--- src/rtl/core/assert_macros.svh ---
// assertion macros for the unified memory port rtl
// no dependencies; the including module must have clk_i and rst_ni in scope
`ifndef ASSERT_MACROS_SVH
`define ASSERT_MACROS_SVH
`ifndef SYNTHESIS
// property must hold at every clock edge outside reset
`define RVMP_ASSERT(lbl, prop) \
  lbl: assert property (@(posedge clk_i) disable iff (!rst_ni) prop) \
    else $error("rvmp assertion failed");
// condition must never be seen outside reset
`define RVMP_ASSERT_NEVER(lbl, cond) \
  lbl: assert property (@(posedge clk_i) disable iff (!rst_ni) !(cond)) \
    else $error("rvmp forbidden condition seen");
`else
`define RVMP_ASSERT(lbl, prop)
`define RVMP_ASSERT_NEVER(lbl, cond)
`endif
`endif

--- src/rtl/core/rvmp_pkg.sv ---
// shared types, codes and constants of the unified memory port
// no dependencies
package rvmp_pkg;

  // default region sizes in bytes
  localparam int unsigned ImemBytesDefault = 16384;
  localparam int unsigned DmemBytesDefault = 16384;

  // register reset values
  localparam logic [31:0] ImemBaseReset = 32'h0000_0000;
  localparam logic [31:0] DmemBaseReset = 32'h1000_0000;
  localparam logic [31:0] RxAddrReset   = 32'h2000_0000;
  localparam logic [31:0] TxAddrReset   = 32'h2000_0004;

  // config bus address width
  localparam int unsigned PAddrW = 4;

  // register indexes
  typedef enum logic [1:0] {
    REG_IMEM_BASE = 2'd0,
    REG_DMEM_BASE = 2'd1,
    REG_UART_RX   = 2'd2,
    REG_UART_TX   = 2'd3
  } reg_idx_e;

  // access modes
  typedef enum logic [1:0] {
    MODE_LOAD  = 2'd0,
    MODE_STORE = 2'd1,
    MODE_FETCH = 2'd2,
    MODE_RX    = 2'd3
  } mode_e;

  // access sizes
  typedef enum logic [1:0] {
    SIZE_BYTE = 2'd0,
    SIZE_HALF = 2'd1,
    SIZE_WORD = 2'd2,
    SIZE_BAD  = 2'd3
  } size_e;

  // fetch fault codes
  typedef enum logic [1:0] {
    FAULT_NONE     = 2'd0,
    FAULT_RANGE    = 2'd1,
    FAULT_MISALIGN = 2'd2,
    FAULT_CROSS    = 2'd3
  } fault_e;

  // fetch lengths in bytes
  localparam logic [2:0] LenNone = 3'd0;
  localparam logic [2:0] LenHalf = 3'd2;
  localparam logic [2:0] LenFull = 3'd4;

  // controller states
  typedef enum logic [1:0] {
    ST_IDLE   = 2'd0,
    ST_FIRST  = 2'd1,
    ST_SECOND = 2'd2
  } ctrl_state_e;

  // input word
  typedef struct packed {
    logic [1:0]  mode;
    logic [31:0] address;
    logic [31:0] write_value;
    logic [1:0]  size_code;
    logic [7:0]  received_byte;
  } in_word_t;

  // output word
  typedef struct packed {
    logic [31:0] read_data;
    logic [2:0]  instr_length;
    logic [1:0]  fetch_fault;
    logic        tx_valid;
    logic [7:0]  tx_byte;
  } out_word_t;

  // configuration registers
  typedef struct packed {
    logic [31:0] imem_base;
    logic [31:0] dmem_base;
    logic [31:0] uart_rx_address;
    logic [31:0] uart_tx_address;
  } cfg_t;

  // controller to datapath
  typedef struct packed {
    logic accept;
    logic read_next;
    logic load_out;
  } ctrl_cmd_t;

  // datapath to controller
  typedef struct packed {
    logic straddle;
    logic out_free;
  } dp_status_t;

endpackage

--- src/rtl/core/rvmp_regs.sv ---
// apb configuration registers of the unified memory port
// depends on rvmp_pkg
module rvmp_regs import rvmp_pkg::*; (
  input  logic              clk_i,
  input  logic              rst_ni,
  input  logic              psel,
  input  logic              penable,
  input  logic              pwrite,
  input  logic [PAddrW-1:0] paddr,
  input  logic [31:0]       pwdata,
  output logic [31:0]       prdata,
  output logic              pready,
  output cfg_t              cfg_o
);

  cfg_t     cfg_q;
  reg_idx_e reg_idx;
  logic     wr_en;

  assign reg_idx = reg_idx_e'(paddr[PAddrW-1:2]);
  assign wr_en   = psel && penable && pwrite;
  assign pready  = 1'b1;
  assign cfg_o   = cfg_q;

  // register write
  always_ff @(posedge clk_i or negedge rst_ni) begin
    if (!rst_ni) begin
      cfg_q.imem_base       <= ImemBaseReset;
      cfg_q.dmem_base       <= DmemBaseReset;
      cfg_q.uart_rx_address <= RxAddrReset;
      cfg_q.uart_tx_address <= TxAddrReset;
    end else if (wr_en) begin
      unique case (reg_idx)
        REG_IMEM_BASE: cfg_q.imem_base       <= pwdata;
        REG_DMEM_BASE: cfg_q.dmem_base       <= pwdata;
        REG_UART_RX:   cfg_q.uart_rx_address <= pwdata;
        REG_UART_TX:   cfg_q.uart_tx_address <= pwdata;
        default:       ;
      endcase
    end
  end

  // register read
  always_comb begin
    unique case (reg_idx)
      REG_IMEM_BASE: prdata = cfg_q.imem_base;
      REG_DMEM_BASE: prdata = cfg_q.dmem_base;
      REG_UART_RX:   prdata = cfg_q.uart_rx_address;
      REG_UART_TX:   prdata = cfg_q.uart_tx_address;
      default:       prdata = '0;
    endcase
  end

endmodule

--- config.mk ---
export PLATFORM = sky130hd
export DESIGN_NAME = rvmp_regs
export DESIGN_NICKNAME = d
export VERILOG_FILES = /design/src/rtl/core/assert_macros.svh /design/src/rtl/core/rvmp_pkg.sv /design/src/rtl/core/rvmp_regs.sv
export SDC_FILE = /design/constraint.sdc
export NUM_CORES = 1
export LEC_CHECK = 0
export BUFFER_PORTS_ARGS = -buffer_cell sky130_fd_sc_hd__buf_2
export CAP_MARGIN = 20
export CORE_MARGIN = 2
export CORE_UTILIZATION = 30
export CTS_CLUSTER_SIZE = 8
export DETAILED_ROUTE_END_ITERATION = 8
export MAX_ROUTING_LAYER = met4
export PLACE_DENSITY = 0.64
export SETUP_SLACK_MARGIN = 0.02
export SYNTH_ARGS = -nofsm -noshare
export SYNTH_HDL_FRONTEND = slang
export SYNTH_SLANG_ARGS = --single-unit
export TNS_END_PERCENT = 100
--- constraint.sdc ---
create_clock -name clk_i -period 1.5 [get_ports clk_i]
set_input_delay 0.075 -clock clk_i [delete_from_list [all_inputs] [get_ports clk_i]]
set_output_delay 0.075 -clock clk_i [all_outputs]
set_load 0.02 [all_outputs]
==> flow_summary.toml <==
[power_and_ir_drop]
total_power_mw = 14.5
power.share.combinational = 0.392
clkPwrFrac = 0.280
p_sw_mw = 4.74
vdd_drop_max_uv = 776
p_per_area_nw_per_um2 = 1610
intPower_mw = 9.74
seqPwrFrac = 0.329
leakage_nw = 4.48
switching_share = 0.328

[timing]
skew_ns = 0
setup_viol = 13
fmax_ghz = 0.658
setup_slack_ns = -0.0205
rsz0062_at_grt = "yes"
tns_ns = -0.104
min_period_ns = 1.52
slew_violations = 0
fin_crit_sh = 1.01
fin_hold_ws_ns = 0.128
finalHoldViolCount = 0

[critical_path]
worstPathCellList = "mux4_2 > buf_6"
critPathLaunchType = "register"
timing.critical_path.buf_inv = 1
cp_slowest_stage_delay_ns = 0.50
r2r-start = "cfg_o[9]"
startpoint = "cfg_o[8]"
critPathTopFamily = "multiplexers"
worst_ep_required_time_ns = 1.42
crit_path_end = "prdata[8]"
rr_worst_depth = 3
slowest_stage = "mux4_2"
cp_data_arrival_time_ns = 1.45
regToRegSetupSlack_ns = 0.45
endpoint_kind = "output pin"
crit_cells = 2
worstReg2RegEnd = "cfg_o[9]"
crit_fanout = 2
path_class = "reg2out"

[synthesis]
avgSynthCellArea_um2 = 17.8
yosys_warnings = 0
synth_seq_cells = 128
synthCells = 319
yosysSeqAreaShare = 0.566
synth_nets = 360
yosys.cell_types.count = 18
synth_area_um2 = 5660

[clock_tree]
cts-root-buf = "clkbuf_16"
htreeDepth = 4
cts_made_buffers = 17
clk_pin_slew_worst_paths_ns = 0.06
clk_latency_ns = 0.41
cts_tree = "yes"
cts_buffer_depth = 2
cts.sinks = 128

[die]
ios = 202
start_util = 0.304
dieWidth_um = 141
core_area_um2 = 18600
dieArea_um2 = 20000
num_rows = 50
die_y_um = 141

[cells_and_area]
antenna_cells = 0
final_core_util = 0.484
num-fill-cells = 1650
syn_to_final_growth_pct = 59.2
layout.nets = 713
drive_above_1_share = 0.753
layout_commonest_cell = "buf_2"
seqCellArea_um2 = 3210
mostFrequentLayoutCells = "buf_2, dfrtp_1, buf_4"
multi_input_area_um2 = 2330
largest_reg_flops = 128

[detailed_routing]
drt_pass1_iterations = 4
drt_iter0_markers = 141
num_vias = 4318
wl_per_cell_um = 17.3
wl_mm = 15.9
antenna_left = 0
viasPerCell = 4.70
drc = 0

[place]
gp_congestion = 0.701
dp_slack_ns = 0.00448
port_buffers = 198
hpwl_mm = 10.0

[global_route]
grt_overflow = 0
antenna_found_initial = 0
grt_pass1_wl_mm = 25.3
grt_pass1_vias = 4617
grt_max_degree = 52
track_usage = 0.169

[status]
violations = "negative setup slack"
status = "complete, but fails checks"

[job]
maxCapViolations = 0

[hold_path]
hp-class = "in2async"
==> final cells by class <==
| cell class | count | share of cell area |
|---|---|---|
| sequential | 128 | 0.356 |
| timing repair buffer | 357 | 0.288 |
| multi-input combinational | 167 | 0.259 |
| clock buffer | 19 | 0.0491 |
| tap | 234 | 0.0325 |
| clock inverter | 13 | 0.0154 |
| inverter | 1 | 0.000416 |
==> worst min-delay path by stage <==
stage	startpoint	end	cells past startpoint
floorplan	rst_ni	cfg_o[0]	0
global placement	rst_ni	cfg_o[79]	1
detailed placement	rst_ni	cfg_o[111]	1
CTS	rst_ni	cfg_o[111]	2
global route	rst_ni	cfg_o[111]	2
finish	rst_ni	cfg_o[111]	2
==> stage by stage <==
| step | instances | cell area [um^2] |
|---|---|---|
| floorplan | 319 | 5660 |
| global placement | 744 | 7080 |
| detailed placement | 744 | 7080 |
| CTS | 902 | 8890 |
| global route | 919 | 9020 |
| finish | 919 | 9020 |
==> synthesized netlist by cell type <==
cell,count,area [um^2]
nand3_1,1,5.00
or2_1,1,6.26
clkbuf_1,4,15.0
conb_1,1,3.75
buf_6,3,33.8
buf_4,3,22.5
mux4_2,32,721
nor2_1,1,3.75
dfstp_2,4,105
nand4_1,1,6.26
mux2_1,8,90.1
mux2_2,90,1010
buf_2,13,65.1
mux2_4,30,450
or3_1,1,6.26
nor3_2,1,10.0
inv_2,1,3.75
dfrtp_1,124,3100
==> kinds of logic after synthesis <==
kind of cell	Yosys count	share of synthesized area
other	1	0.000662
buffers and inverters	24	0.0247
multiplexers	160	0.402
flip-flops	128	0.566
AND/OR/NAND/NOR	6	0.00663
==> worst register-to-register path: stages (launching register included) <==
cell	delay (ns)
dfrtp_1	0.38
buf_4	0.14
buf_4	0.13
mux2_1	0.29
==> layer usage <==
layer	wire length [um]	GRT usage
met4	145	0.0411
met2	7990	0.275
met1	7060	0.214
met3	734	0.0408
met5	0	-
==> power by group through the flow <==
stage	Clock (mW)	Sequential [mW]	Combinational (mW)
global placement	0	4.89	4.04
global route	4.34	4.87	5.99
CTS	4.18	4.74	5.54
floorplan	0	5.85	1.61
detailed placement	0	4.95	4.10
finish	4.05	4.76	5.67
==> what timing repair did <==
action                                  4_1_cts  5_1_grt
endpoints found under the setup margin       32       32
gates resized for setup                      64        0
hold buffers                                 33        0
endpoints found under the hold margin       252        0
setup buffers                                93       17
(Power assumes the default switching activity.)
