$ cat src/rtl/core/assert_macros.svh
// assertion macros for the unified memory port rtl
// no dependencies; the including module must have clk_i and rst_ni in scope
`ifndef ASSERT_MACROS_SVH
`define ASSERT_MACROS_SVH
`ifndef SYNTHESIS
// property must hold at every clock edge outside reset
`define RVMP_ASSERT(lbl, prop) \
  lbl: assert property (@(posedge clk_i) disable iff (!rst_ni) prop) \
    else $error("rvmp assertion failed");
// condition must never be seen outside reset
`define RVMP_ASSERT_NEVER(lbl, cond) \
  lbl: assert property (@(posedge clk_i) disable iff (!rst_ni) !(cond)) \
    else $error("rvmp forbidden condition seen");
`else
`define RVMP_ASSERT(lbl, prop)
`define RVMP_ASSERT_NEVER(lbl, cond)
`endif
`endif

$ cat src/rtl/core/rvmp_pkg.sv
// shared types, codes and constants of the unified memory port
// no dependencies
package rvmp_pkg;

  // default region sizes in bytes
  localparam int unsigned ImemBytesDefault = 16384;
  localparam int unsigned DmemBytesDefault = 16384;

  // register reset values
  localparam logic [31:0] ImemBaseReset = 32'h0000_0000;
  localparam logic [31:0] DmemBaseReset = 32'h1000_0000;
  localparam logic [31:0] RxAddrReset   = 32'h2000_0000;
  localparam logic [31:0] TxAddrReset   = 32'h2000_0004;

  // config bus address width
  localparam int unsigned PAddrW = 4;

  // register indexes
  typedef enum logic [1:0] {
    REG_IMEM_BASE = 2'd0,
    REG_DMEM_BASE = 2'd1,
    REG_UART_RX   = 2'd2,
    REG_UART_TX   = 2'd3
  } reg_idx_e;

  // access modes
  typedef enum logic [1:0] {
    MODE_LOAD  = 2'd0,
    MODE_STORE = 2'd1,
    MODE_FETCH = 2'd2,
    MODE_RX    = 2'd3
  } mode_e;

  // access sizes
  typedef enum logic [1:0] {
    SIZE_BYTE = 2'd0,
    SIZE_HALF = 2'd1,
    SIZE_WORD = 2'd2,
    SIZE_BAD  = 2'd3
  } size_e;

  // fetch fault codes
  typedef enum logic [1:0] {
    FAULT_NONE     = 2'd0,
    FAULT_RANGE    = 2'd1,
    FAULT_MISALIGN = 2'd2,
    FAULT_CROSS    = 2'd3
  } fault_e;

  // fetch lengths in bytes
  localparam logic [2:0] LenNone = 3'd0;
  localparam logic [2:0] LenHalf = 3'd2;
  localparam logic [2:0] LenFull = 3'd4;

  // controller states
  typedef enum logic [1:0] {
    ST_IDLE   = 2'd0,
    ST_FIRST  = 2'd1,
    ST_SECOND = 2'd2
  } ctrl_state_e;

  // input word
  typedef struct packed {
    logic [1:0]  mode;
    logic [31:0] address;
    logic [31:0] write_value;
    logic [1:0]  size_code;
    logic [7:0]  received_byte;
  } in_word_t;

  // output word
  typedef struct packed {
    logic [31:0] read_data;
    logic [2:0]  instr_length;
    logic [1:0]  fetch_fault;
    logic        tx_valid;
    logic [7:0]  tx_byte;
  } out_word_t;

  // configuration registers
  typedef struct packed {
    logic [31:0] imem_base;
    logic [31:0] dmem_base;
    logic [31:0] uart_rx_address;
    logic [31:0] uart_tx_address;
  } cfg_t;

  // controller to datapath
  typedef struct packed {
    logic accept;
    logic read_next;
    logic load_out;
  } ctrl_cmd_t;

  // datapath to controller
  typedef struct packed {
    logic straddle;
    logic out_free;
  } dp_status_t;

endpackage

$ cat src/rtl/core/rvmp_ctrl.sv
// sequencing controller of the unified memory port
// depends on rvmp_pkg
module rvmp_ctrl import rvmp_pkg::*; (
  input  logic       clk_i,
  input  logic       rst_ni,
  input  logic       in_valid_i,
  input  dp_status_t status_i,
  output logic       in_ready_o,
  output ctrl_cmd_t  cmd_o
);

  ctrl_state_e state_q, state_d;

  // state register
  always_ff @(posedge clk_i or negedge rst_ni) begin
    if (!rst_ni) begin
      state_q <= ST_IDLE;
    end else begin
      state_q <= state_d;
    end
  end

  // next state
  always_comb begin
    state_d = state_q;
    unique case (state_q)
      ST_IDLE: begin
        if (in_valid_i) state_d = ST_FIRST;
      end
      ST_FIRST: begin
        if (status_i.straddle) begin
          state_d = ST_SECOND;
        end else if (status_i.out_free) begin
          state_d = ST_IDLE;
        end
      end
      ST_SECOND: begin
        if (status_i.out_free) state_d = ST_IDLE;
      end
      default: state_d = ST_IDLE;
    endcase
  end

  // outputs
  always_comb begin
    in_ready_o       = 1'b0;
    cmd_o.accept    = 1'b0;
    cmd_o.read_next = 1'b0;
    cmd_o.load_out  = 1'b0;
    unique case (state_q)
      ST_IDLE: begin
        in_ready_o    = 1'b1;
        cmd_o.accept = in_valid_i;
      end
      ST_FIRST: begin
        cmd_o.read_next = status_i.straddle;
        cmd_o.load_out  = !status_i.straddle && status_i.out_free;
      end
      ST_SECOND: begin
        cmd_o.load_out = status_i.out_free;
      end
      default: ;
    endcase
  end

endmodule

$ cat config.mk
export PLATFORM = sky130hd
export DESIGN_NAME = rvmp_ctrl
export DESIGN_NICKNAME = d
export VERILOG_FILES = /design/src/rtl/core/assert_macros.svh /design/src/rtl/core/rvmp_pkg.sv /design/src/rtl/core/rvmp_ctrl.sv
export SDC_FILE = /design/constraint.sdc
export NUM_CORES = 1
export LEC_CHECK = 0
export ABC_AREA = 1
export BUFFER_PORTS_ARGS = -buffer_cell sky130_fd_sc_hd__clkbuf_2
export CORE_AREA = 2 2 39 41
export CTS_BUF_LIST = sky130_fd_sc_hd__clkbuf_8
export DETAILED_ROUTE_END_ITERATION = 6
export DIE_AREA = 0 0 41 43
export PLACE_DENSITY = 0.32
export SLEW_MARGIN = 20
export SYNTH_ARGS = -nofsm -noshare
export SYNTH_HDL_FRONTEND = slang
export SYNTH_SLANG_ARGS = --single-unit
export TNS_END_PERCENT = 1
$ cat constraint.sdc
create_clock -name clk_i -period 1.45 [get_ports clk_i]
set_clock_uncertainty 0.1 [all_clocks]
set_input_delay 0.145 -clock clk_i [delete_from_list [all_inputs] [get_ports clk_i]]
set_output_delay 0.145 -clock clk_i [all_outputs]
set_load 0.02 [all_outputs]
==> results.tsv, run 1 <==
metric	value	unit
outcome	finished, violations left	
violated checks	setup timing	
power density of the placed cells	2330	nW/um2
Netlist Area Pre-Place	211	um2
number of antenna diodes	0	
most frequent standard cell in the layout excluding fill and tap cells	sky130_fd_sc_hd__nand2_1	
buffer type at the clock tree root	sky130_fd_sc_hd__clkbuf_8	
Max rail drop VDD	0.000871	V
core box area	1380	um2
share of the synthesized area in the top cell type	0.237	
Clock Path Buffers	2	
number of flip-flops under the largest register name	2	
number of cells on the worst reg-to-reg path	10	
routed len/inst	8.81	um
slowest cell on the critical path	sky130_fd_sc_hd__dfrtp_2	
biggest area consumer among synthesized cells	sky130_fd_sc_hd__dfrtp_1	
Sw Ratio	0.426	
TritonCTS clock tree	yes	
effective utilization at floorplan	0.153	
nets@finish	64	
total number of H-tree levels	1	
All-Layer GR Usage	0.0844	
half-perimeter wire length after detailed placement	334	um
Worst Hold Path Cells	4	
post-detailed-route via-to-cell ratio	3.65	
overall power after layout	0.00109	W
remaining design rule violation count	0	
Clk pin slew, worst setup/hold paths	30	ps
number of hold violations in the final report	0	
number of DRC markers after the initial detailed-route iteration	0	
worst relative slew slack	0.892	
Setup-failing EPs final	1	
met1 global-route usage	0.0903	
initial antenna violation count	0	
max-capacitance violation count	0	
category of the most critical setup path	flop to output pin	
Synth Instances	32	
num rows	14	
post-route clock period utilization	1.03	
worst setup timing slack at the placement stage	119	ps
most frequent cell on the critical path	sky130_fd_sc_hd__inv_4	
Skew-Pair Late Insertion Delay	210	ps
# clock sinks	2	
per-instance average area after synthesis	6.61	um2
number of global-route vias before repair	230	
fraction of power consumed by combinational cells	0.680	
setup_tns	-49.2	ps
post-route setup slack	-49.2	ps
count of nets left with antenna violations after detail routing	0	
syn nets	41	
#FFs+latches synth	2	
final-layout worst hold slack	125	ps
Port Buffer Count	8	
Pre-Repair DR Iteration Count	1	
internal power	0.000626	W
count of boundary I/O pins	9	
f_max	667	MHz
end-of-flow core utilization	0.338	
met3 track utilization from global routing	0.0471	
WP data arrival	1250	ps
register ranked first by flip-flop count	state_q	
P_sw	0.000465	W
Hold Crit Class	primary input to flop	
endpoint kind of the worst setup timing path	output pin	
Chip Height	43	um
kind of start point of the critical path	flop	
placer congestion estimate	0.638	
highest cell delay on the worst timing path	440	ps
global-route wire length before repair	897	um
cell chain of the critical path	inv_4, ha_4, inv_4, nand2_4, nand2_2, nor2_1, buf_4	
floorplan die area	1760	um2
share of post-route cells with drive strength above 1	0.679	
critical path peak fanout	3	
total wire length	608	um
FILL cells	147	
DR vias	252	
data required time of the critical path	1210	ps
Syn. warnings	0	
met2 GRT Util	0.100	
time the worst path needs with I/O delays and setup	1500	ps
Leakage	0.246	nW
share of total power in sequential cells	0.119	
library cells used by synthesis	10	
area delta synth->final	121	%
largest cells by area after synthesis	sky130_fd_sc_hd__dfrtp_1, sky130_fd_sc_hd__ha_1, sky130_fd_sc_hd__nand2_1	
slew at the pin closest to its max-slew limit	162	ps
RSZ-0062 raised after global routing	true	
commonest cells after routing, fill and taps aside	sky130_fd_sc_hd__nand2_1, sky130_fd_sc_hd__clkbuf_2, sky130_fd_sc_hd__buf_4	
CTS buffer count	3	
largest net degree at the start of global routing	5	
registers with the highest flip-flop counts	state_q: 2 flops	
portion of the post-synthesis area used by sequential elements	0.237	
Most Crowded Layer GR	met2	
number of max-slew violations in the final report	0	
total global routing overflow	0	
DIE WIDTH	41	um
proportion of power drawn by the clock network	0.202	
## layer usage
metal | part of all wire | up-vias | wire length, um
li1 | - | 137 | -
met1 | 0.38 | 109 | 232
met2 | 0.56 | 6 | 340
met3 | 0.058 | 0 | 35
met4 | 0 | 0 | 0
met5 | 0 | - | 0
## what timing repair did
action | 4_1_cts | 5_1_grt
resized for setup | 6 | 15
pin swaps | 4 | 7
hold endpoints to repair | 2 | 0
endpoints found under the setup margin | 2 | 4
setup buffers | 6 | 3
hold buffers | 1 | 0
## cell usage after synthesis (all sizes together)
library cell  instances
nand2                12
inv                   7
ha                    4
nor2                  4
dfrtp                 2
nand3                 2
o21ai                 1
## final timing paths
kind,from,to,slack [ps]
worst min register to register,state_q[1]$_DFFE_PN0P_,state_q[1]$_DFFE_PN0P_,560
worst max-delay path,state_q[0]$_DFFE_PN0P_,cmd_o[0],-50
worst min-delay path,in_valid_i,state_q[0]$_DFFE_PN0P_,130
worst max register to register,state_q[1]$_DFFE_PN0P_,state_q[0]$_DFFE_PN0P_,30
min in group asynchronous,rst_ni,state_q[0]$_DFFE_PN0P_,150
max in group asynchronous,rst_ni,state_q[0]$_DFFE_PN0P_,990
## kinds of logic (layout without fill, tap and decap cells)
logic type / count (synthesis) / count (layout) / synth area share
compound gates: 1 / 1 / 0.0236
fa+ha+maj: 4 / 4 / 0.237
buf+inv: 7 / 28 / 0.124
flops: 2 / 2 / 0.237
simple gates: 18 / 18 / 0.379
## power by group through the flow
stage	combinational, W	sequential (W)	clock [W]
finish	0.000741	0.000129	0.000220
global placement	0.000415	0.000118	0
floorplan	0.000308	0.000111	0
detailed placement	0.000399	0.000119	0
global route	0.000823	0.000133	0.000236
CTS	0.000539	0.000117	0.000229
## worst max-delay path: cells and delay by family (launching register included)
kind | cells | cell delay, ps
adders and majority gates | 1 | 140
buffers and inverters | 3 | 280
DFF | 1 | 440
and+or+nand+nor | 3 | 190
## area by class of cell
type | count | area (um2) | area share
Sequential cell | 2 | 51.3 | 0.110
Timing Repair Buffer | 18 | 131 | 0.281
Multi-Input combinational cell | 23 | 193 | 0.412
Clock buffer | 3 | 41.3 | 0.0882
Inverter | 7 | 31.3 | 0.0668
Tap cell | 16 | 20.0 | 0.0428
## metrics by stage
step,instance area [um2],cells
after floorplan,211,32
after global placement,272,56
after detailed placement,272,56
after CTS,385,66
after global routing,468,69
final,468,69
(Power assumes the default switching activity.)
==> inputs of run 2 (changes only) <==
--- a/config.mk
+++ b/config.mk
@@ -11,7 +11,7 @@
 export CTS_BUF_LIST = sky130_fd_sc_hd__clkbuf_8
 export DETAILED_ROUTE_END_ITERATION = 6
 export DIE_AREA = 0 0 41 43
-export PLACE_DENSITY = 0.32
+export PLACE_DENSITY = 0.33
 export SLEW_MARGIN = 20
 export SYNTH_ARGS = -nofsm -noshare
 export SYNTH_HDL_FRONTEND = slang
==> constraint.sdc (replaced) <==
create_clock -name clk_i -period 1.3 [get_ports clk_i]
set_clock_uncertainty 0.1 [all_clocks]
set_input_delay 0.13 -clock clk_i [delete_from_list [all_inputs] [get_ports clk_i]]
set_output_delay 0.13 -clock clk_i [all_outputs]
set_load 0.02 [all_outputs]
==> run 2 against run 1 <==
Compared with the run above: the flow still finishes with violations (setup timing); core utilization decreased by 1.8 points; first-iteration DRC count up 2; routed wire length down 11%; worst setup slack got worse by 120 ps; critical endpoint unchanged; largest power group unchanged.
==> results.tsv, run 2 (same netlist as run 1, synthesis figures left out) <==
metric	value	unit
Skew-Pair Late Insertion Delay	210	ps
Hold Crit Start	in_valid_i	
internal power	0.000687	W
number of DRC markers after the initial detailed-route iteration	2	
initial antenna violation count	0	
num rows	14	
RSZ-0062 raised after global routing	true	
total number of H-tree levels	1	
number of global-route vias before repair	250	
Max rail drop VDD	0.00105	V
outcome	finished, violations left	
violated checks	setup timing	
number of max-slew violations in the final report	0	
total global routing overflow	0	
core box area	1380	um2
critical path peak fanout	3	
P_sw	0.000465	W
count of nets left with antenna violations after detail routing	0	
All-Layer GR Usage	0.0864	
buffer type at the clock tree root	sky130_fd_sc_hd__clkbuf_8	
Worst R2R Setup Slack	-150	ps
Clock Path Buffers	2	
proportion of power drawn by the clock network	0.209	
data required time of the critical path	1070	ps
global-route wire length before repair	938	um
fraction of power consumed by combinational cells	0.683	
number of flip-flops under the largest register name	2	
Worst Hold Path Cells	4	
# clock sinks	2	
TritonCTS clock tree	yes	
sink of the worst hold path	state_q[1]$_DFFE_PN0P_	
register ranked first by flip-flop count	state_q	
Hold Crit Class	primary input to flop	
f_max	681	MHz
Pre-Repair DR Iteration Count	2	
most frequent cell on the critical path	sky130_fd_sc_hd__inv_2	
slew at the pin closest to its max-slew limit	159	ps
post-route clock period utilization	1.13	
R2R Path Start	state_q[1]$_DFFE_PN0P_	
effective utilization at floorplan	0.153	
registers with the highest flip-flop counts	state_q: 2 flops	
placer congestion estimate	0.632	
Sw Ratio	0.404	
DIE WIDTH	41	um
CTS buffer count	3	
worst flop-to-flop path endpoint	state_q[0]$_DFFE_PN0P_	
share of total power in sequential cells	0.108	
power density of the placed cells	2600	nW/um2
floorplan die area	1760	um2
nets@finish	63	
highest cell delay on the worst timing path	390	ps
count of boundary I/O pins	9	
Setup-failing EPs final	5	
FILL cells	160	
kind of start point of the critical path	flop	
post-route setup slack	-168	ps
max-capacitance violation count	0	
commonest cells after routing, fill and taps aside	sky130_fd_sc_hd__nand2_1, sky130_fd_sc_hd__buf_4, sky130_fd_sc_hd__inv_2	
number of cells on the worst reg-to-reg path	10	
worst relative slew slack	0.893	
half-perimeter wire length after detailed placement	369	um
time the worst path needs with I/O delays and setup	1470	ps
routed len/inst	7.96	um
number of antenna diodes	0	
Chip Height	43	um
post-detailed-route via-to-cell ratio	3.54	
WP data arrival	1240	ps
largest net degree at the start of global routing	4	
total wire length	541	um
slowest cell on the critical path	sky130_fd_sc_hd__dfrtp_1	
final-layout worst hold slack	113	ps
DR vias	241	
Leakage	0.240	nW
remaining design rule violation count	0	
number of hold violations in the final report	0	
area delta synth->final	109	%
category of the most critical setup path	flop to output pin	
Clk pin slew, worst setup/hold paths	30	ps
Port Buffer Count	8	
worst setup timing slack at the placement stage	-4.55	ps
endpoint kind of the worst setup timing path	output pin	
share of post-route cells with drive strength above 1	0.615	
cell chain of the critical path	inv_2, ha_4, inv_2, nand2_2, nand2_1, nor2_1, buf_4	
[run 2: metal layers]
metal / global-route usage / wire length [um]
met2: 0.119 / 281
met1: 0.0871 / 234
met5: 0 / 0
met4: 0.100 / 0
met3: 0.0314 / 24
[run 2: metrics by stage]
| stage | cell area, um2 | TNS (ps) | util | power [W] | std cells |
|---|---|---|---|---|---|
| 6_report | 443 | -522 | 0.320 | 0.00115 | 68 |
| 5_1_grt | 443 | -845 | 0.320 | 0.00125 | 68 |
| 4_1_cts | 438 | -609 | 0.316 | 0.00114 | 68 |
| 3_5_place_dp | 297 | -4.55 | 0.214 | 0.000665 | 59 |
| 3_3_place_gp | 297 | -14.7 | 0.214 | 0.000680 | 59 |
| 2_1_floorplan | 214 | 0 | - | 0.000475 | 32 |
[run 2: worst max path at each step]
stage | start | to | slack (ps)
4_1_cts | state_q[1]$_DFFE_PN0P_ | cmd_o[0] | -210
6_report | state_q[0]$_DFFE_PN0P_ | cmd_o[0] | -170
2_1_floorplan | state_q[1]$_DFFE_PN0P_ | cmd_o[0] | 1
3_5_place_dp | state_q[0]$_DFFE_PN0P_ | cmd_o[0] | -5
5_1_grt | state_q[1]$_DFFE_PN0P_ | cmd_o[0] | -240
3_3_place_gp | state_q[0]$_DFFE_PN0P_ | cmd_o[0] | -10
[run 2: power by group through the flow]
stage | sequential [W] | clock, W | combinational (W)
2_1_floorplan | 0.000123 | 0 | 0.000352
3_3_place_gp | 0.000123 | 0 | 0.000558
5_1_grt | 0.000130 | 0.000257 | 0.000868
3_5_place_dp | 0.000123 | 0 | 0.000542
4_1_cts | 0.000125 | 0.000252 | 0.000766
6_report | 0.000124 | 0.000241 | 0.000787
[run 2: cell type report]
class | instances | area [um2] | share of cell area
flip-flops and latches | 2 | 50.0 | 0.113
well taps | 16 | 20.0 | 0.0452
inverters | 7 | 26.3 | 0.0593
multi-input cells | 23 | 175 | 0.395
clock buffers | 3 | 41.3 | 0.0932
repair buffers | 17 | 130 | 0.294
[run 2: timing repair]
item	CTS	global route
pin swaps	6	4
endpoints found under the hold margin	2	0
resized for setup	12	6
setup endpoints to repair	4	6
setup buffers	5	0
hold buffers	1	0
[run 2: critical path: cells and delay by family, from the launching register on]
kind                       cells  cell delay [ps]
DFF                            1              390
and+or+nand+nor                3              190
buffers and inverters          3              310
adders and majority gates      1              140
